$ cat src/rtl/core/rwd_pkg.sv
// Package for the ROM word decryptor: bit permutation, address swap,
// S-box and final XOR word tables, plus the per-step helper functions.
// No dependencies.
package rwd_pkg;

    typedef logic [3:0]  nib_t;
    typedef logic [4:0]  quint_t;
    typedef logic [2:0]  tri_t;
    typedef logic [15:0] word_t;
    typedef logic [7:0]  key_t;

    // APB register map: one register, word aligned
    localparam int unsigned PADDR_W  = 3;
    localparam int unsigned PDATA_W  = 32;
    localparam logic        REG_KEY  = 1'b0;

    // Ciphertext permutations: output bit j takes input bit PERM_TAB[s][j]
    localparam nib_t PERM_TAB [4][16] = '{
        '{4'd14, 4'd1,  4'd11, 4'd15, 4'd7,  4'd3,  4'd8,  4'd13,
          4'd0,  4'd4,  4'd2,  4'd12, 4'd6,  4'd10, 4'd5,  4'd9},
        '{4'd8,  4'd10, 4'd1,  4'd3,  4'd7,  4'd4,  4'd11, 4'd2,
          4'd5,  4'd15, 4'd6,  4'd0,  4'd12, 4'd13, 4'd9,  4'd14},
        '{4'd4,  4'd5,  4'd9,  4'd6,  4'd1,  4'd13, 4'd7,  4'd11,
          4'd10, 4'd0,  4'd14, 4'd12, 4'd8,  4'd15, 4'd2,  4'd3},
        '{4'd12, 4'd7,  4'd11, 4'd2,  4'd0,  4'd5,  4'd15, 4'd6,
          4'd1,  4'd8,  4'd14, 4'd4,  4'd9,  4'd13, 4'd3,  4'd10}
    };

    // Address swap: output bit (15 - i) takes address bit ADDR_SRC[i]
    localparam nib_t ADDR_SRC [16] = '{
        4'd13, 4'd5, 4'd2, 4'd14, 4'd10, 4'd9, 4'd4, 4'd15,
        4'd11, 4'd6, 4'd1, 4'd12, 4'd8,  4'd7, 4'd3, 4'd0
    };

    localparam quint_t SB5 [4][32] = '{
        '{5'd11, 5'd8,  5'd6,  5'd25, 5'd2,  5'd7,  5'd23, 5'd28,
          5'd5,  5'd10, 5'd21, 5'd20, 5'd1,  5'd26, 5'd17, 5'd19,
          5'd14, 5'd27, 5'd22, 5'd30, 5'd15, 5'd4,  5'd9,  5'd24,
          5'd31, 5'd3,  5'd16, 5'd12, 5'd0,  5'd18, 5'd29, 5'd13},
        '{5'd9,  5'd15, 5'd28, 5'd7,  5'd13, 5'd24, 5'd2,  5'd23,
          5'd21, 5'd1,  5'd22, 5'd16, 5'd18, 5'd8,  5'd17, 5'd31,
          5'd27, 5'd6,  5'd30, 5'd12, 5'd4,  5'd20, 5'd5,  5'd19,
          5'd0,  5'd25, 5'd3,  5'd29, 5'd10, 5'd14, 5'd11, 5'd26},
        '{5'd17, 5'd25, 5'd29, 5'd27, 5'd5,  5'd11, 5'd10, 5'd21,
          5'd2,  5'd8,  5'd13, 5'd0,  5'd30, 5'd3,  5'd14, 5'd16,
          5'd22, 5'd1,  5'd7,  5'd15, 5'd31, 5'd18, 5'd4,  5'd20,
          5'd9,  5'd19, 5'd26, 5'd24, 5'd23, 5'd28, 5'd12, 5'd6},
        '{5'd7,  5'd21, 5'd9,  5'd20, 5'd10, 5'd28, 5'd31, 5'd11,
          5'd16, 5'd15, 5'd14, 5'd30, 5'd27, 5'd23, 5'd5,  5'd25,
          5'd0,  5'd22, 5'd24, 5'd2,  5'd6,  5'd17, 5'd3,  5'd18,
          5'd4,  5'd12, 5'd13, 5'd19, 5'd26, 5'd1,  5'd29, 5'd8}
    };

    localparam nib_t SB4A [4][16] = '{
        '{4'd13, 4'd5, 4'd9,  4'd6,  4'd4,  4'd2,  4'd11, 4'd10,
          4'd12, 4'd0, 4'd8,  4'd1,  4'd3,  4'd14, 4'd15, 4'd7},
        '{4'd5,  4'd2, 4'd13, 4'd11, 4'd8,  4'd6,  4'd12, 4'd1,
          4'd4,  4'd3, 4'd0,  4'd10, 4'd14, 4'd15, 4'd7,  4'd9},
        '{4'd15, 4'd3, 4'd2,  4'd11, 4'd7,  4'd14, 4'd6,  4'd12,
          4'd1,  4'd13, 4'd0, 4'd8,  4'd9,  4'd4,  4'd10, 4'd5},
        '{4'd10, 4'd6, 4'd5,  4'd1,  4'd13, 4'd0,  4'd9,  4'd2,
          4'd15, 4'd14, 4'd7, 4'd11, 4'd8,  4'd3,  4'd12, 4'd4}
    };

    localparam nib_t SB4B [4][16] = '{
        '{4'd1,  4'd13, 4'd11, 4'd3,  4'd8,  4'd7,  4'd9,  4'd10,
          4'd12, 4'd15, 4'd4,  4'd14, 4'd0,  4'd5,  4'd6,  4'd2},
        '{4'd11, 4'd6,  4'd10, 4'd0,  4'd12, 4'd1,  4'd8,  4'd14,
          4'd2,  4'd9,  4'd13, 4'd3,  4'd7,  4'd4,  4'd15, 4'd5},
        '{4'd6,  4'd12, 4'd5,  4'd7,  4'd4,  4'd8,  4'd2,  4'd3,
          4'd1,  4'd14, 4'd13, 4'd11, 4'd9,  4'd10, 4'd0,  4'd15},
        '{4'd8,  4'd6,  4'd15, 4'd13, 4'd2,  4'd7,  4'd1,  4'd3,
          4'd11, 4'd0,  4'd14, 4'd10, 4'd4,  4'd5,  4'd12, 4'd9}
    };

    localparam tri_t SB3 [4][8] = '{
        '{3'd3, 3'd0, 3'd5, 3'd6, 3'd2, 3'd4, 3'd1, 3'd7},
        '{3'd1, 3'd5, 3'd6, 3'd2, 3'd4, 3'd7, 3'd3, 3'd0},
        '{3'd5, 3'd1, 3'd0, 3'd3, 3'd4, 3'd6, 3'd2, 3'd7},
        '{3'd6, 3'd5, 3'd4, 3'd1, 3'd0, 3'd2, 3'd3, 3'd7}
    };

    // Final XOR words; entries with no known word are all ones
    localparam word_t XOR_WORDS [16] = '{
        16'h0000, 16'hFFFF, 16'h97CF, 16'h4BE3,
        16'h2255, 16'h8DD6, 16'hFFFF, 16'hC6A2,
        16'hA1E8, 16'hB3BF, 16'h3B1A, 16'h547A,
        16'hFFFF, 16'h935F, 16'hFFFF, 16'hFFFF
    };

    // Permute the ciphertext bits with the selected table
    function automatic word_t permute(input word_t cw, input logic [1:0] sel);
        word_t res;
        res = '0;
        for (int j = 0; j < 16; j++)
        begin
            res[j] = cw[PERM_TAB[sel][j]];
        end
        return res;
    endfunction

    // Fixed bit swap of the word address
    function automatic word_t addr_swap(input word_t addr);
        word_t res;
        res = '0;
        for (int j = 0; j < 16; j++)
        begin
            res[15 - j] = addr[ADDR_SRC[j]];
        end
        return res;
    endfunction

    // Substitute the four fields through the selected S-box set
    function automatic word_t substitute(input word_t aux, input logic [1:0] set);
        quint_t b0;
        nib_t   b1;
        nib_t   b2;
        tri_t   b3;
        b0 = SB5[set][aux[4:0]];
        b1 = SB4A[set][aux[8:5]];
        b2 = SB4B[set][aux[12:9]];
        b3 = SB3[set][aux[15:13]];
        return {b3, b2, b1, b0};
    endfunction

endpackage

$ cat src/rtl/core/rwd_ifs.sv
// Request channels of the ROM word decryptor: ciphertext in, plaintext out.
// Depends on nothing.
interface rwd_cipher_if;
    logic        valid;
    logic        ready;
    logic [15:0] cipher_word;
    logic [15:0] word_address;

    modport source (output valid, output cipher_word, output word_address, input ready);
    modport sink   (input valid, input cipher_word, input word_address, output ready);
endinterface

interface rwd_plain_if;
    logic        valid;
    logic        ready;
    logic [15:0] plain_word;

    modport source (output valid, output plain_word, input ready);
    modport sink   (input valid, input plain_word, output ready);
endinterface

$ cat src/rtl/core/rom_word_decrypt_unit.sv
// ROM word decryptor top level: input register, decrypt logic, result register.
// Depends on rwd_pkg and the channel interfaces in rwd_ifs.sv.
// Path: an accepted word passes the input register, then the result register, before
// plain.valid rises. Throughput: one word per cycle while plain.ready does not stall the
// result register; permutation, S-box and XOR logic form a single pass between registers.
// Reset: rst_n clears both valid flags and the key register to zero.
module rom_word_decrypt_unit
    import rwd_pkg::*;
(
    input  logic                 clk,
    input  logic                 rst_n,
    rwd_cipher_if.sink           cipher,
    rwd_plain_if.source          plain,
    input  logic                 psel,
    input  logic                 penable,
    input  logic                 pwrite,
    input  logic [PADDR_W-1:0]   paddr,
    input  logic [PDATA_W-1:0]   pwdata,
    output logic [PDATA_W-1:0]   prdata,
    output logic                 pready
);

    key_t   key_reg;
    key_t   key_next;
    logic   cfg_wr;

    logic   s1_valid_reg;
    word_t  s1_word_reg;
    word_t  s1_addr_reg;
    logic   s1_advance;

    logic   out_valid_reg;
    word_t  out_word_reg;
    word_t  dec_word;

    // Configuration port: write the key on the access phase
    assign pready = 1'b1;
    assign cfg_wr = psel && penable && pwrite && pready;

    always_comb
    begin
        key_next = key_reg;
        if (cfg_wr && (paddr[2] == REG_KEY))
        begin
            key_next = pwdata[7:0];
        end
    end

    always_comb
    begin
        prdata = '0;
        if (paddr[2] == REG_KEY)
        begin
            prdata = {{(PDATA_W - 8){1'b0}}, key_reg};
        end
    end

    always_ff @(posedge clk or negedge rst_n)
    begin
        if (!rst_n)
        begin
            key_reg <= '0;
        end
        else
        begin
            key_reg <= key_next;
        end
    end

    // Stall control: each stage advances when the next one frees up
    assign s1_advance   = !out_valid_reg || plain.ready;
    assign cipher.ready = !s1_valid_reg || s1_advance;

    always_ff @(posedge clk or negedge rst_n)
    begin
        if (!rst_n)
        begin
            s1_valid_reg  <= 1'b0;
            out_valid_reg <= 1'b0;
        end
        else
        begin
            if (cipher.ready)
            begin
                s1_valid_reg <= cipher.valid;
            end
            if (s1_advance)
            begin
                out_valid_reg <= s1_valid_reg;
            end
        end
    end

    // Hold the incoming request
    always_ff @(posedge clk)
    begin
        if (cipher.ready && cipher.valid)
        begin
            s1_word_reg <= cipher.cipher_word;
            s1_addr_reg <= cipher.word_address;
        end
    end

    // Decrypt: permute, mix in swapped address, substitute, final XOR
    always_comb
    begin
        word_t aux;
        aux      = permute(s1_word_reg, key_reg[7:6]) ^ addr_swap(s1_addr_reg);
        dec_word = substitute(aux, key_reg[5:4]) ^ XOR_WORDS[key_reg[3:0]];
    end

    // Hold the result until taken
    always_ff @(posedge clk)
    begin
        if (s1_advance && s1_valid_reg)
        begin
            out_word_reg <= dec_word;
        end
    end

    assign plain.valid      = out_valid_reg;
    assign plain.plain_word = out_word_reg;

`ifndef ASSERT_OFF
    a_stage_fill: assert property (@(posedge clk) disable iff (!rst_n)
        cipher.valid && cipher.ready |=> s1_valid_reg)
        else $error("accepted request did not reach the input register");

    a_result: assert property (@(posedge clk) disable iff (!rst_n)
        s1_valid_reg && s1_advance |=> plain.valid && (plain.plain_word == $past(dec_word)))
        else $error("decrypted word not presented after advance");

    a_no_drop: assert property (@(posedge clk) disable iff (!rst_n)
        s1_valid_reg && !s1_advance |=> s1_valid_reg && $stable(s1_word_reg)
            && $stable(s1_addr_reg))
        else $error("stalled input register lost its request");

    a_key_write: assert property (@(posedge clk) disable iff (!rst_n)
        cfg_wr && (paddr[2] == REG_KEY) |=> key_reg == $past(pwdata[7:0]))
        else $error("key register write not taken");
`endif

endmodule
$ cat src/flat_wrapper.sv
// flat-port wrapper written by rule: the top's interface ports become plain ports
module rom_word_decrypt_unit_flat import rwd_pkg::*;
  (clk, rst_n, psel, penable, pwrite, paddr, pwdata, prdata, pready, cipher_valid, cipher_cipher_word, cipher_word_address, cipher_ready, plain_valid, plain_plain_word, plain_ready);
  rwd_cipher_if cipher_i ();
  rwd_plain_if plain_i ();
  input  logic clk;
  input  logic rst_n;
  input  logic psel;
  input  logic penable;
  input  logic pwrite;
  input  logic [PADDR_W-1:0] paddr;
  input  logic [PDATA_W-1:0] pwdata;
  output logic [PDATA_W-1:0] prdata;
  output logic pready;
  input wire logic [$bits(cipher_i.valid)-1:0] cipher_valid;
  input wire logic [$bits(cipher_i.cipher_word)-1:0] cipher_cipher_word;
  input wire logic [$bits(cipher_i.word_address)-1:0] cipher_word_address;
  output wire logic [$bits(cipher_i.ready)-1:0] cipher_ready;
  output wire logic [$bits(plain_i.valid)-1:0] plain_valid;
  output wire logic [$bits(plain_i.plain_word)-1:0] plain_plain_word;
  input wire logic [$bits(plain_i.ready)-1:0] plain_ready;
  assign cipher_i.valid = cipher_valid;
  assign cipher_i.cipher_word = cipher_cipher_word;
  assign cipher_i.word_address = cipher_word_address;
  assign cipher_ready = cipher_i.ready;
  assign plain_valid = plain_i.valid;
  assign plain_plain_word = plain_i.plain_word;
  assign plain_i.ready = plain_ready;
  rom_word_decrypt_unit u_core (.clk(clk), .rst_n(rst_n), .cipher(cipher_i), .plain(plain_i), .psel(psel), .penable(penable), .pwrite(pwrite), .paddr(paddr), .pwdata(pwdata), .prdata(prdata), .pready(pready));
endmodule
$ cat config.mk
export PLATFORM = sky130hd
export DESIGN_NAME = rom_word_decrypt_unit_flat
export DESIGN_NICKNAME = d
export VERILOG_FILES = /design/src/rtl/core/rwd_pkg.sv /design/src/rtl/core/rwd_ifs.sv /design/src/rtl/core/rom_word_decrypt_unit.sv /design/src/flat_wrapper.sv
export SDC_FILE = /design/constraint.sdc
export NUM_CORES = 1
export LEC_CHECK = 0
export ABC_AREA = 1
export BUFFER_PORTS_ARGS = -buffer_cell sky130_fd_sc_hd__buf_2
export CORE_MARGIN = 1.5
export CORE_UTILIZATION = 45
export CTS_CLUSTER_DIAMETER = 100
export DETAILED_ROUTE_END_ITERATION = 8
export GPL_ROUTABILITY_DRIVEN = 1
export PLACE_DENSITY_LB_ADDON = 0.15
export SLEW_MARGIN = 0
export SYNTH_ARGS = -nofsm -noshare
export SYNTH_HDL_FRONTEND = slang
export SYNTH_SLANG_ARGS = --single-unit
$ cat constraint.sdc
create_clock -name clk -period 6.9 [get_ports clk]
set_input_delay 0.345 -clock clk [delete_from_list [all_inputs] [get_ports clk]]
set_output_delay 0.345 -clock clk [all_outputs]
set_load 0.01 [all_outputs]
======== After elaboration in Yosys (flattened, before gate mapping) ========
Memory sizes are Yosys's and may differ from the RTL's.
Index checks and enable logic that the tools add are counted.
word-level totals
  register bits ........................... 58
  memory bits (read-only) ................. 256
  input port bits ......................... 74
  output and inout port bits .............. 51
  logic and storage cells ................. 111
  memories ................................ 1
cells by class
  order comparisons ....................... 23
  mux-type cells .......................... 62
  bitwise gates (word level) .............. 10
  reduce and logical (&&, ||, !) cells .... 9
memory list
  memory           words  width  read ports  clocked after memory_dff  write ports  RTL line                      source
  (no name shown)  16     16     1           0                         0            rom_word_decrypt_unit.sv:109  dec_word = substitute(aux, key_reg[5:4]) ^ XOR_WORDS[key_reg[3:0]];
operator list
  kind                                                        count
  binary-select mux 64 bit (select 2 bit)                     3
  2-to-1 mux 64 bit                                           6
  binary-select mux 160 bit (select 2 bit)                    1
  2-to-1 mux 160 bit                                          2
  less-than comparator 4 x 5 -> 1 bit, second input constant  16
  binary-select mux 1 bit (select 4 bit)                      16
  binary-select mux 24 bit (select 2 bit)                     1
  2-to-1 mux 24 bit                                           2
  binary-select mux 4 bit (select 4 bit)                      2
  2-to-1 mux 16 bit                                           2
  XOR 16 bit                                                  2
  binary-select mux 5 bit (select 5 bit)                      1
  2-to-1 mux 1 bit                                            16
  2-to-1 mux 4 bit                                            4
  >= comparator 5 bit, second input constant                  3
  NOT 4 -> 5 bit                                              3
  2-to-1 mux 5 bit                                            2
  binary-select mux 3 bit (select 3 bit)                      1
  2-to-1 mux 8 bit                                            1
  >= comparator 3 bit, second input constant                  2
  >= comparator 6 bit, second input constant                  1
  2-to-1 mux 3 bit                                            2
  NOT 2 -> 3 bit                                              2
  NOT 5 -> 6 bit                                              1
  6 further kinds                                             12

======== Longest topological paths before layout ========
Gate-level depths: netlist of the first run.
  depth after elaboration ................. 12
  depth in mapped cells ................... 24
  mapped depth without buffers ............ 20

======== Worst setup path before layout of the first run ========
Ideal clock, no wire load.
  path kind ............................... reg-to-reg
  start point ............................. reg u_core.key_reg[6]
  end point ............................... reg u_core.out_word_reg[3], in the netlist u_core.plain.plain_word[3] (data pin)
  setup time .............................. 252 ps
  arrival time ............................ 2411 ps
  required time ........................... 6648 ps
  path slack .............................. 4236 ps
  stages on the path, launching flop included .. 22
  buffers on the path ..................... 4
  period minus slack after synthesis ...... 2664 ps
  cells stage by stage .................... dfrtp_1 -> buf_4 -> inv_4 -> buf_6 -> ha_1 -> buf_6 -> inv_4 -> nand2_1 -> nand3_1 -> nand2_1 -> nand2_1 -> nand3_4 -> nand2_2 -> buf_8 -> inv_2 -> ha_1 -> nand2_1 -> nand3_1 -> nand3_1 -> nand3_1 -> nand3_1 -> nand2_1
between the ends
  longest elaborated chain between the ends .. 12
  elaborated cells on any way between the ends .. 20
  classes of those cells .................. mux (16); bitwise (4)
ends and longest elaborated chain
  item                                                     RTL line                      source
  start: declaration                                       rom_word_decrypt_unit.sv:23   key_t key_reg;
  start signal: assignment                                 rom_word_decrypt_unit.sv:66   key_reg <= key_next;
  NOT 2 -> 3 bit (implied by the code) (*)                 rwd_pkg.sv:97                 res[j] = cw[PERM_TAB[sel][j]];
  binary-select mux 64 bit (select 2 bit) (*)              rwd_pkg.sv:97
  2-to-1 mux 64 bit (implied by the code) (*)              rwd_pkg.sv:97
  2-to-1 mux 64 bit (*)                                    n/a
  binary-select mux 1 bit (select 4 bit)                   rwd_pkg.sv:97
  2-to-1 mux 1 bit (implied by the code)                   rwd_pkg.sv:97
  XOR 16 bit (*)                                           rom_word_decrypt_unit.sv:108  aux = permute(s1_word_reg, key_reg[7:6]) ^ addr_swap(s1_addr_reg);
  NOT 5 -> 6 bit (implied by the code) (*)                 rwd_pkg.sv:119                b0 = SB5[set][aux[4:0]];
  binary-select mux 5 bit (select 5 bit) (*)               rwd_pkg.sv:119
  2-to-1 mux 5 bit (implied by the code) (*) (2 in a row)  rwd_pkg.sv:119
  XOR 16 bit (*)                                           rom_word_decrypt_unit.sv:109
  named net u_core.dec_word[3]                             rom_word_decrypt_unit.sv:34   word_t dec_word;
  end signal: assignment                                   rom_word_decrypt_unit.sv:117  out_word_reg <= dec_word;
  end: declaration                                         rom_word_decrypt_unit.sv:33   word_t out_word_reg;
Mark *: on every way through the listed nets, which the timed path passes. The rest lies on a longest branch. The select of a mux whose other input is x is not followed.
A chain may end at the register's enable or synchronous reset.

======== Worst setup path in the final report of the first run ========
  start point ............................. reg u_core.key_reg[7]
  end point ............................... reg u_core.out_word_reg[4], in the netlist u_core.plain.plain_word[4] (data pin)
Same word-level chain as after synthesis.

==> results, run 1 <==
- The flow ran to the end, and the final reports show no timing, DRC or antenna violations.
- The total half-perimeter wirelength after legalization and detailed placement is 15,200 um.
- After detailed routing, no signal wire sits above met4.
- The total wirelength of the detailed-routed design is just over 20,000 um.
- The routed layout has around 7.4k vias.
- Compared with the post-synthesis result, the final layout area differs by 6.75%.
- Ranked by instance count, the synthesized netlist is headed by 409 x sky130_fd_sc_hd__nand2_1, 221 x sky130_fd_sc_hd__nand3_1, 74 x sky130_fd_sc_hd__inv_1.
- The worst path needs 4260 ps of the cycle, external delays included.
- The length of routed met2 wiring is 9040 um.
- The synthesized netlist occupies a cell area of 0.00686 sq mm.
- In this run the tightest slew margin relative to its limit is 47.8%.
- From left edge to right edge, the die measures roughly 130 um.
- In this run the deepest clock path goes through 2 buffers.
- Static timing analysis puts the maximum clock frequency at 235 MHz.
- Routability-driven placement finished with a final weighted congestion of 0.963.
- The detailed-routing wirelength on met1 is around 9200 um.
- From bottom edge to top edge, the die measures 126 um.
- The top cell type's share of synthesized area is between 20% and 30%.
- After detailed routing, the number of remaining DRC violations is 0.
- Of the synthesized area, sequential elements account for 24.7%.
- The total number of H-tree levels is 3.
- The most frequent cell after synthesis is sky130_fd_sc_hd__nand2_1.
- Walking the worst path, the cells encountered are buf_4 -> inv_2 -> ha_1 -> inv_4 -> nand2_1 -> nand3_1 -> nand3_1 -> nand3_2 -> nand2_2 -> nand2_1 -> nand2_1 -> nand2_1 -> nand2_1 -> nand2_1 -> nand3_1 -> nand3_1 -> nand3_1 -> nand2_1.
- Across the run, the number of max-cap violations was 0.
- Cells with a size suffix above 1 make up around an eighth of the layout.
- Global routing consumed, over all layers together, 26.4% of the routing resources.
- The number of sinks on the clock net is 58.
- The number of slew-limit violations in the final report is 0.
- Of all cell types, the one taking the most synthesized area is sky130_fd_sc_hd__nand2_1.
- For this configuration, the core starts out at a cell density of 46.7%.
- For this run, the post-layout net count is 1,232.
- The average wire per cell in the routed design is 15.7 um.
- The tree is rooted in a sky130_fd_sc_hd__clkbuf_16.
- After clock tree synthesis, the repair step resized 0 gates.
- The internal portion of the total power is about 1.3 mW.
- Counting stages on the worst path, the most repeated cell is sky130_fd_sc_hd__nand2_1.
- The number of global-route vias before repair is 6,460.
- The count of warnings emitted by yosys is 0.
- The count of buffers from port buffering is 73.
- The area of all placed cells without fillers is 0.00732 sq mm.
- In the synthesized netlist the dominant register cell turns out to be sky130_fd_sc_hd__edfxtp_1.
- Counting the buffers created by CTS gives 9.
- The total area inside the core boundary comes to 0.0147 sq mm.
- Across the VDD grid, the largest voltage drop is 184 uV.
- At the later pin of the worst-skew pair, clock insertion delay measures between 300 and 400 ps.
- The power density relative to cell area is ~370 mW/mm^2.
- The first-pass iteration count of the detailed router is 8.
- The fraction of power spent switching nets is ~52%.
- The cell with the largest stage delay on the worst path is sky130_fd_sc_hd__ha_1.
- In this run the core area contains 44 standard-cell rows.
- Once placement finished, the instance area stood at 0.00702 sq mm.
- Data on the critical path is required at its endpoint by 7000 ps.
- The classification of the worst-slack hold path is in2reg.
- The number of DRC markers after the initial detailed-route iteration is 938.
- The type of element launching the critical path is a flip-flop.
- The peak per-stage delay on the critical path is 720 ps.
- The critical path arrival is 4360 ps.
- The detail-routed via count per cell is 5.56.
- The highest fanout seen on the critical path is 24.
- The register bit total from synthesis is 58.
- The transition time of the tightest slew-check pin is slightly below 800 ps.
- The number of nets still failing antenna checks after routing is 0.
- The synthesized design contains between 40 and 50 enable-type register cells.
- Pin placement for this block handled 125 I/O pins.
- In the synthesized netlist the async set-or-reset flop fraction comes to 17.2%.
- The final-report hold violation count is 0.
- The final-layout fill cell count is roughly 1.5k.
- The clock-pin slew on the worst setup and hold paths is around 50 ps.
- The mean cell area of the mapped netlist is ~6.2 sq um.
- Setup repair after global routing left no endpoint under its margin.
- Across the routed clock network, the largest skew measured is between 6 and 7 ps.
- The number of cells produced by synthesis is 1,099.
- The total die area is ~0.016 sq mm.
- TritonCTS built the clock tree.
- The sum of met3 wire segment lengths after detailed routing is 1860 um.
- After global routing the overflow that remains totals 0.
- By area the synthesized netlist is led by sky130_fd_sc_hd__nand2_1 22%, sky130_fd_sc_hd__edfxtp_1 21%, sky130_fd_sc_hd__nand3_1 16%.
- The initial antenna violation count came to 0.
- The combinational fraction of design power is about 64%.
- The share of the cycle needed by the critical path after routing is 61.8%.
- Setup violations remaining at the end of the flow were counted as 0.
- The maximum number of pins on one net before global-route repair is 38.
- The power dissipated by switching net loads is between 1 and 1.5 mW.
- The worst setup path category is reg2reg.
- In the final timing run, aggregate negative setup slack is 0 ps.
- STA classifies the critical path endpoint as a flip-flop.
- The clock network is responsible for 16.7% of the overall power.
- The distinct cell type count after synthesis is 44.
- The global-route wire length before repair is 33,200 um.
- Across all register-to-register paths, the minimum setup slack is 2640 ps.
- The antenna diode instance count is 0.
- In this run, flip-flops and latches consume 19.6% of the power.
- The leakage power is 3.80 nW.
## metrics by stage
step	utilization, %	setup slack (ps)	hold WS [ps]	total power [mW]	cells
floorplan	-	4240	49.4	1.90	1122
global route	49.8	2340	163	2.96	1326
CTS	49.8	2710	166	2.69	1326
detailed placement	47.7	2710	242	2.23	1309
global placement	47.7	2700	236	2.23	1309
finish	49.8	2640	171	2.71	1326
## cells by family after synthesis
kind of cell / share of synthesized area [%]
and+or+nand+nor: 46.5
xor gates and xnor gates: 2.04
other: 0.109
buffers and inverters: 13.3
DFF: 24.7
adders and majority gates: 3.83
AOI/OAI and AO/OA: 9.56
## per-layer routing
metal | up-vias | global-route usage, %
li1 | 3655 | -
met1 | 3293 | 37.6
met2 | 372 | 38.5
met3 | 55 | 4.60
met4 | 0 | 13.0
met5 | - | 0
## layout by cell type, fill, tap and decap left out, types with 5 or more instances in the layout
cell and n:
sky130_fd_sc_hd__nand3b_1 7, sky130_fd_sc_hd__o21ai_1 14, sky130_fd_sc_hd__nand2_1 409, sky130_fd_sc_hd__clkbuf_16 9, sky130_fd_sc_hd__o211ai_1 15, sky130_fd_sc_hd__inv_1 74, sky130_fd_sc_hd__o21ai_0 40, sky130_fd_sc_hd__dfrtp_1 10
sky130_fd_sc_hd__buf_4 5, sky130_fd_sc_hd__ha_1 21, sky130_fd_sc_hd__nor2_1 47, sky130_fd_sc_hd__nand3_2 6, sky130_fd_sc_hd__nand3_1 221, sky130_fd_sc_hd__a21oi_1 36, sky130_fd_sc_hd__nand2_4 5, sky130_fd_sc_hd__inv_2 13
sky130_fd_sc_hd__edfxtp_1 48, sky130_fd_sc_hd__conb_1 25, sky130_fd_sc_hd__xor2_1 5, sky130_fd_sc_hd__nand2_2 21, sky130_fd_sc_hd__buf_2 73
## cell type report
class / count / area (sq um) / share of cell area (%)
clock buffer: 11 / 243 / 3.31
inverter: 91 / 349 / 4.77
timing repair buffer: 79 / 413 / 5.64
clock inverter: 5 / 55.1 / 0.752
sequential: 58 / 1690 / 23.1
multi-input combinational: 898 / 4340 / 59.3
tap: 184 / 230 / 3.14
## path summary, 6_finish.rpt
| check | cells after the start | end | start |
|---|---|---|---|
| setup reg to reg | 18 | u_core.plain.plain_word[4]$_DFFE_PP_ | u_core.key_reg[7]$_DFFE_PN0P_ |
| setup / recovery | 18 | u_core.plain.plain_word[4]$_DFFE_PP_ | u_core.key_reg[7]$_DFFE_PN0P_ |
| min in group asynchronous | 2 | u_core.key_reg[0]$_DFFE_PN0P_ | rst_n |
| max in group asynchronous | 2 | u_core.key_reg[6]$_DFFE_PN0P_ | rst_n |
| hold / removal | 1 | u_core.s1_addr_reg[14]$_DFFE_PP_ | cipher_word_address[14] |
| hold reg to reg | 2 | u_core.plain.valid$_DFFE_PN0P_ | u_core.s1_valid_reg$_DFFE_PN0N_ |
## repair_timing
action,in CTS,in global routing
hold endpoints to repair,10,0
hold buffers,1,0
buffers inserted,0,0
## worst max-delay path: cells and delay by family (launching register included)
kind,cells,cell delay (ps)
buffers and inverters,3,800
AND/OR/NAND/NOR,14,2140
flip-flops,1,350
adder cells (fa/ha/maj),1,720
## power groups by stage
stage | registers [mW] | clock network, mW | logic [mW]
after floorplan | 0.536 | 0 | 1.36
after global placement | 0.534 | 0 | 1.70
after detailed placement | 0.534 | 0 | 1.70
after CTS | 0.528 | 0.458 | 1.70
after global routing | 0.536 | 0.479 | 1.95
final | 0.529 | 0.452 | 1.73
Power figures use the tool's default switching activity.
==> inputs of run 2 (changes only) <==
==> constraint.sdc (replaced) <==
create_clock -name clk -period 4.2 [get_ports clk]
set_input_delay 0.21 -clock clk [delete_from_list [all_inputs] [get_ports clk]]
set_output_delay 0.21 -clock clk [all_outputs]
set_load 0.01 [all_outputs]
==> run 2 against run 1 <==
Net effect:
- clock-buffer cell count down 2
- largest cell class unchanged
- worst setup slack worse by 1800 ps
- cell count up 1.2%
- sequential share of layout area down 0.40 points
- sequential cell count unchanged
==> results, run 2 (synthesized netlist as in run 1, its figures left out) <==
- The power density relative to cell area was 606 mW/mm^2 (+64%).
- STA classifies the critical path endpoint as a flip-flop.
- The classification of the worst-slack hold path is in2reg.
- The worst setup path is of the reg2reg kind.
- The critical path arrival is 3480 ps (-880 ps).
- The count of buffers from port buffering was 73 (unchanged).
- The transition time of the tightest slew-check pin is 733 ps (-49.5 ps).
- The detail-routed via count per cell was 5.63 (+1.2%).
- The kind of cell with the highest combined delay along the critical path is simple AND/OR/NAND/NOR gates.
- The worst-case clock buffer depth was 2 (unchanged).
- In the layout the commonest cells are 409 x sky130_fd_sc_hd__nand2_1, 221 x sky130_fd_sc_hd__nand3_1, 74 x sky130_fd_sc_hd__inv_1, 73 x sky130_fd_sc_hd__buf_2, 48 x sky130_fd_sc_hd__edfxtp_1.
- The number of global-route vias before repair is 6,657 (+3.0%).
- The final-layout fill cell count was 1,561 (+1.2%).
- The area of the placeable core is 0.0147 sq mm (unchanged).
- TritonCTS built the clock tree.
- The final-report hold violation count is 0 (unchanged).
- The worst path required time is 4300 ps (-2700 ps).
- The setup slack after layout is 825 ps (-1810 ps).
- The total congestion overflow is 0 (unchanged).
- The highest attainable clock frequency is 296 MHz (+26%).
- The total clock buffers created by CTS is 9 (unchanged).
- The initial antenna violation count was 0 (unchanged).
- The share of the cycle needed by the critical path after routing came to 80.4% (+19 points).
- The number of DRC markers after the initial detailed-route iteration is 905 (-3.5%).
- On the critical path, the stage with the largest delay is an instance of sky130_fd_sc_hd__ha_1.
- The peak per-stage delay on the critical path came to 450 ps (-270 ps).
- The die width was 126 um (unchanged).
- The total number of H-tree levels was 3 (unchanged).
- The number of sinks on the clock net was 58 (unchanged).
- The maximum number of pins on one net before global-route repair is 38 (unchanged).
- The total half-perimeter wirelength after legalization and detailed placement is 15,800 um (+3.6%).
- Leaving out fill and tap cells, the most frequent cell in the layout is sky130_fd_sc_hd__nand2_1.
- The number of slew-limit violations in the final report is 0 (unchanged).
- The post-place setup slack is 870 ps (-1840 ps).
- The share of the core filled with cells is 50.7% (+0.89 points).
- The average wire per cell in the routed design came to 15.9 um (+1.1%).
- Setup repair after global routing left no endpoint under its margin.
- The number of primary I/O pins was 125 (unchanged).
- The max capacitance violation total is 0 (unchanged).
- The post-detailed-route DRC marker count is 0 (unchanged).
- The number of nets in the finished design was 1,248 (+1.3%).
- The total via count in the routed design is 7,555 (+2.4%).
- The leakage power is 3.87 nW (+2.0%).
- The number of buffer and inverter instances along the worst setup path is 4 (+1).
- The area growth from synthesis to layout is 8.64%.
- The total wirelength of the detailed-routed design came to 21,300 um (+2.3%).
- The total die area was 0.0160 sq mm (unchanged).
- The final RePlAce weighted congestion came to 0.983 (+2.1%).
- Traced cell by cell, the critical path runs through inv_4 -> buf_4 -> ha_1 -> nand2_1 -> nand3_1 -> nand2_1 -> nand2_1 -> nand3_4 -> nand2_2 -> buf_12 -> inv_2 -> ha_1 -> nand2_1 -> nand3_1 -> nand3_1 -> nand3_1 -> nand3_1 -> nand2_1.
- The number of nets still failing antenna checks after routing is 0 (unchanged).
- The highest fanout seen on the critical path is 15 (-38%).
- The insertion delay to the later sink of the worst-skew pair is 350 ps (about the same).
- The worst slew margin relative to its limit is 51.1% (+3.2 points).
- The effective utilization at floorplan came to 46.7% (unchanged).
- The vertical die dimension was 126 um (unchanged).
- The quantity of gates resized following cts is 0 (unchanged).
- The first-pass iteration count of the detailed router is 5 (-3).
- The global router's overall resource usage came to 27.1% (+0.66 points).
- The flow ran to the end, and the final reports show no timing, DRC or antenna violations.
- The clock skew is 12.3 ps (+5.69 ps).
- The global-route wire length before repair is 34,300 um (+3.2%).
- The buffer type at the clock tree root is sky130_fd_sc_hd__clkbuf_16.
- STA classifies the critical path startpoint as a flip-flop.
- The fraction of final layout cells sized beyond drive strength 1 was 14.5% (+1.2 points).
- The clock-pin slew on the worst setup and hold paths is 60 ps (about the same).
- The antenna diode instance count is 0 (unchanged).
- The number of setup violations in the final report is 0 (unchanged).
- The worst vdd rail ir drop is 254 uV (+38%).
- The overall power of the completed layout came to 4.52 mW (+67%).
- The number of cell rows is 44 (unchanged).
- The clock period minus worst slack is 3370 ps (-888 ps).
- The final setup TNS came to 0 ps (unchanged).
## run 2: cell count changes in the layout (fill, tap and decap cells not counted), sizes merged
cell,change
buf,+16
clkbuf,-2
clkinv,+1
clkinvlp,+1
## run 2: final timing paths
| path | start | to | slack, ps | depth (start not counted) |
|---|---|---|---|---|
| setup / recovery | u_core.key_reg[6]$_DFFE_PN0P_ | u_core.plain.plain_word[3]$_DFFE_PP_ | 830 | 18 |
| min in group asynchronous | rst_n | u_core.key_reg[6]$_DFFE_PN0P_ | 260 | 2 |
| max in group asynchronous | rst_n | u_core.key_reg[7]$_DFFE_PN0P_ | 3710 | 2 |
| hold reg to reg | u_core.s1_valid_reg$_DFFE_PN0N_ | u_core.plain.valid$_DFFE_PN0P_ | 500 | 2 |
| hold / removal | cipher_word_address[10] | u_core.s1_addr_reg[10]$_DFFE_PP_ | 30 | 1 |
| setup reg to reg | u_core.key_reg[6]$_DFFE_PN0P_ | u_core.plain.plain_word[3]$_DFFE_PP_ | 830 | 18 |
## run 2: metrics by stage
step / std cells / area [sq um] / hold slack [ps]
after floorplan: 1122 / 6950 / -85.6
after global placement: 1325 / 7150 / 108
after detailed placement: 1325 / 7150 / 109
after CTS: 1342 / 7450 / 27.6
after global routing: 1342 / 7450 / 31.8
final: 1342 / 7450 / 29.3
## run 2: final cells by class
cell class / instances / area (sq um) / share of cell area (%)
multi-input cells: 898 / 4340 / 58.3
flip-flops and latches: 58 / 1690 / 22.7
repair buffers: 95 / 546 / 7.32
inverters: 91 / 349 / 4.68
well taps: 184 / 230 / 3.09
clock buffers: 9 / 225 / 3.02
clock inverters: 7 / 70.1 / 0.940
## run 2: where the power goes
part	switching, mW	leakage (nW)	internal, mW
sequential	0.0606	0.570	0.783
combinational	1.99	3.17	0.940
clock	0.289	0.135	0.456
## run 2: timing repair
item	4_1_cts	5_1_grt
endpoints found under the setup margin	0	0
endpoints found under the hold margin	10	0
hold buffers	1	0
buffers inserted	0	0
## run 2: routing by layer
layer | GRT usage [%] | routed length, um | part of all wire, %
met2 | 40.8 | 9290 | 44
met3 | 3.04 | 1860 | 8.7
met4 | 12.4 | 731 | 3.4
met1 | 38.9 | 9410 | 44
met5 | 0 | 0 | 0
==> inputs of run 3 (changes only) <==
==> constraint.sdc (replaced) <==
create_clock -name clk -period 2.95 [get_ports clk]
set_input_delay 0.1475 -clock clk [delete_from_list [all_inputs] [get_ports clk]]
set_output_delay 0.1475 -clock clk [all_outputs]
set_load 0.01 [all_outputs]
==> run 3 against run 2 <==
Net effect:
- global-route usage grew 1.2 points
- sequential power grew 44%
- clock power grew 32%
- sequential share of layout area shrank 1.8 points
- cell count grew 4.5%
- clock skew grew 0.85 ps
- non-clock buffer count grew 58
- worst setup slack lost 640 ps
- via count grew 1.6%
- first-iteration DRC count shrank 3.5%
- sequential cell count is the same
- die area is the same
==> results, run 3 (synthesized netlist as in run 1, its figures left out) <==
- The run finished with clean final reports.
- The share of the core filled with cells is 55.1% (+4.4 points).
- In this design, the critical path's most frequently occurring cell is sky130_fd_sc_hd__nand3_1.
- The worst slew margin relative to its limit is 54.0% (+2.9 points).
- The number of buffer and inverter instances along the worst setup path is 3 (-1).
- The final-report hold violation count is 0 (unchanged).
- The cell class contributing the biggest share of worst-path delay is simple AND/OR/NAND/NOR gates.
- The total number of H-tree levels is 3 (unchanged).
- The final RePlAce weighted congestion is 0.942 (-4.2%).
- The signed area change from the synthesized netlist to the final layout is 18.0%.
- The average wire per cell in the routed design is 16.3 um (+2.8%).
- The largest individual stage delay along the critical path comes from the cell sky130_fd_sc_hd__dfrtp_1.
- The global router's overall resource usage is 28.3% (+1.2 points).
- The power density relative to cell area is 827 mW/mm^2 (+36%).
- The total die area was 0.0160 sq mm (unchanged).
- The total clock buffers created by CTS came to 9 (unchanged).
- The global-route wire length before repair is 35,700 um (+4.1%).
- The post-detailed-placement cell area is 0.00734 sq mm (+2.6%).
- The initial antenna violation count came to 0 (unchanged).
- The number of sinks on the clock net is 58 (unchanged).
- The overall power of the completed layout came to 6.69 mW (+48%).
- The final setup TNS is 0 ps (unchanged).
- The area of the placeable core is 0.0147 sq mm (unchanged).
- The number of setup violations in the final report came to 0 (unchanged).
- Setup repair after global routing left no endpoint under its margin.
- The clock skew is 13.2 ps (+0.851 ps).
- The total wirelength of the detailed-routed design was 22,900 um (+7.4%).
- The total half-perimeter wirelength after legalization and detailed placement was 16,700 um (+5.8%).
- The top cell types in the final layout, fill and taps aside, are 407 x sky130_fd_sc_hd__nand2_1, 217 x sky130_fd_sc_hd__nand3_1, 73 x sky130_fd_sc_hd__buf_2, 72 x sky130_fd_sc_hd__inv_1, 48 x sky130_fd_sc_hd__edfxtp_1.
- The number of global-route vias before repair was 6,895 (+3.6%).
- The max capacitance violation total is 0 (unchanged).
- The highest fanout seen on the critical path is 18 (+3).
- The number of nets still failing antenna checks after routing was 0 (unchanged).
- The worst setup path is captured at a flip-flop.
- The final non-filler cell total was 1,402 (+4.5%).
- The number of primary I/O pins was 125 (unchanged).
- The worst-case clock buffer depth is 2 (unchanged).
- The vertical die dimension is 126 um (unchanged).
- The antenna diode instance count came to 0 (unchanged).
- The area of all placed cells without fillers is 0.00810 sq mm (+8.6%).
- The die width came to 126 um (unchanged).
- The most common cell after layout, fill and taps aside is sky130_fd_sc_hd__nand2_1.
- The leakage power was 4.15 nW (+7.3%).
- The number of cell rows is 44 (unchanged).
- The final-layout fill cell count came to 1,485 (-4.9%).
- The maximum number of pins on one net before global-route repair is 38 (unchanged).
- The clock-pin slew on the worst setup and hold paths came to 50 ps (about the same).
- The effective utilization at floorplan was 46.7% (unchanged).
- The type of element launching the critical path is a flip-flop.
- The first-pass iteration count of the detailed router was 7 (+2).
- The setup slack after layout is 185 ps (-640 ps).
- The total via count in the routed design was 7,675 (+1.6%).
- The worst hold slack across all endpoints is 28.7 ps (-0.595 ps).
- The insertion delay to the later sink of the worst-skew pair is 340 ps (about the same).
- The share of the cycle needed by the critical path after routing is 93.7% (+13 points).
- The number of nets in the finished design is 1,308 (+4.8%).
- TritonCTS built the clock tree.
- The count of buffers from port buffering came to 73 (unchanged).
- The total congestion overflow is 0 (unchanged).
- The number of cells after detailed placement is 1,350 (+1.9%).
- The number of DRC markers after the initial detailed-route iteration is 873 (-3.5%).
- The detail-routed via count per cell came to 5.47 (-2.8%).
- The worst vdd rail ir drop is 416 uV (+64%).
- The signal on the critical path passes through inv_2 -> buf_6 -> ha_4 -> inv_2 -> nand2_1 -> nand3_1 -> nand3_1 -> nand3_2 -> nand2_2 -> nand2_4 -> nand2_4 -> nand3_1 -> nand3_1 -> nand3_1 -> nand3_1 -> nand2_1 -> nand2_1 -> nand2_1.
- The worst setup path category is reg2reg.
- The buffer type at the clock tree root is sky130_fd_sc_hd__clkbuf_16.
- The peak per-stage delay on the critical path is 390 ps (-60 ps).
- The worst path required time is 3040 ps (-1260 ps).
- The classification of the worst-slack hold path is in2reg.
- The number of slew-limit violations in the final report was 0 (unchanged).
- The post-place setup slack is 18.8 ps (-851 ps).
- The highest attainable clock frequency was 362 MHz (+22%).
- The transition time of the tightest slew-check pin is 688 ps (-45.2 ps).
- The critical path arrival is 2860 ps (-620 ps).
- The post-detailed-route DRC marker count is 0 (unchanged).
- The clock period minus worst slack is 2760 ps (-610 ps).
- The fraction of final layout cells sized beyond drive strength 1 was 17.2% (+2.7 points).
[run 3: worst paths after layout]
path                       slack [ps]  depth (start not counted)                       startpoint                              endpoint
max in group asynchronous        2510                          2                            rst_n         u_core.key_reg[0]$_DFFE_PN0P_
min reg2reg                       480                          2  u_core.s1_valid_reg$_DFFE_PN0N_        u_core.plain.valid$_DFFE_PN0P_
min                                30                          3                     cipher_valid       u_core.s1_valid_reg$_DFFE_PN0N_
max reg2reg                       190                         18    u_core.key_reg[7]$_DFFE_PN0P_  u_core.plain.plain_word[1]$_DFFE_PP_
max                               190                         18    u_core.key_reg[7]$_DFFE_PN0P_  u_core.plain.plain_word[1]$_DFFE_PP_
min in group asynchronous         210                          2                            rst_n         u_core.key_reg[6]$_DFFE_PN0P_
[run 3: timing repair]
action / in CTS / in global routing
setup endpoints to repair: 0 / 15
resized for setup: 0 / 27
hold endpoints to repair: 42 / 0
hold buffers: 33 / 0
buffers inserted: 0 / 1
[run 3: worst min-delay path, stage by stage]
cell                      delay, ps
sky130_fd_sc_hd__buf_2           70
sky130_fd_sc_hd__nand2_1         60
sky130_fd_sc_hd__nand2_1         50
[run 3: report_power, final]
| part | switching (mW) | leakage [nW] | internal, mW |
|---|---|---|---|
| Sequential | 0.0938 | 0.570 | 1.11 |
| Clock | 0.418 | 0.125 | 0.564 |
| Combinational | 2.96 | 3.46 | 1.54 |
| Total | 3.47 | 4.15 | 3.22 |
[run 3: area by class of cell]
type	count	area (sq um)	area share, %
clock buffer	9	225	2.78
multi-input combinational	900	4490	55.4
timing repair buffer	153	1070	13.2
tap	184	230	2.84
inverter	91	352	4.34
sequential	58	1690	20.9
clock inverter	7	45.0	0.556
[run 3: layer usage]
metal  track usage, %  up-vias  part of all wire [%]
met5                0        -                     0
met4             11.1        0                   3.3
met3             4.77       67                   8.6
met2             43.8      379                    45
met1             39.4     3433                    43
li1                 -     3796                     -
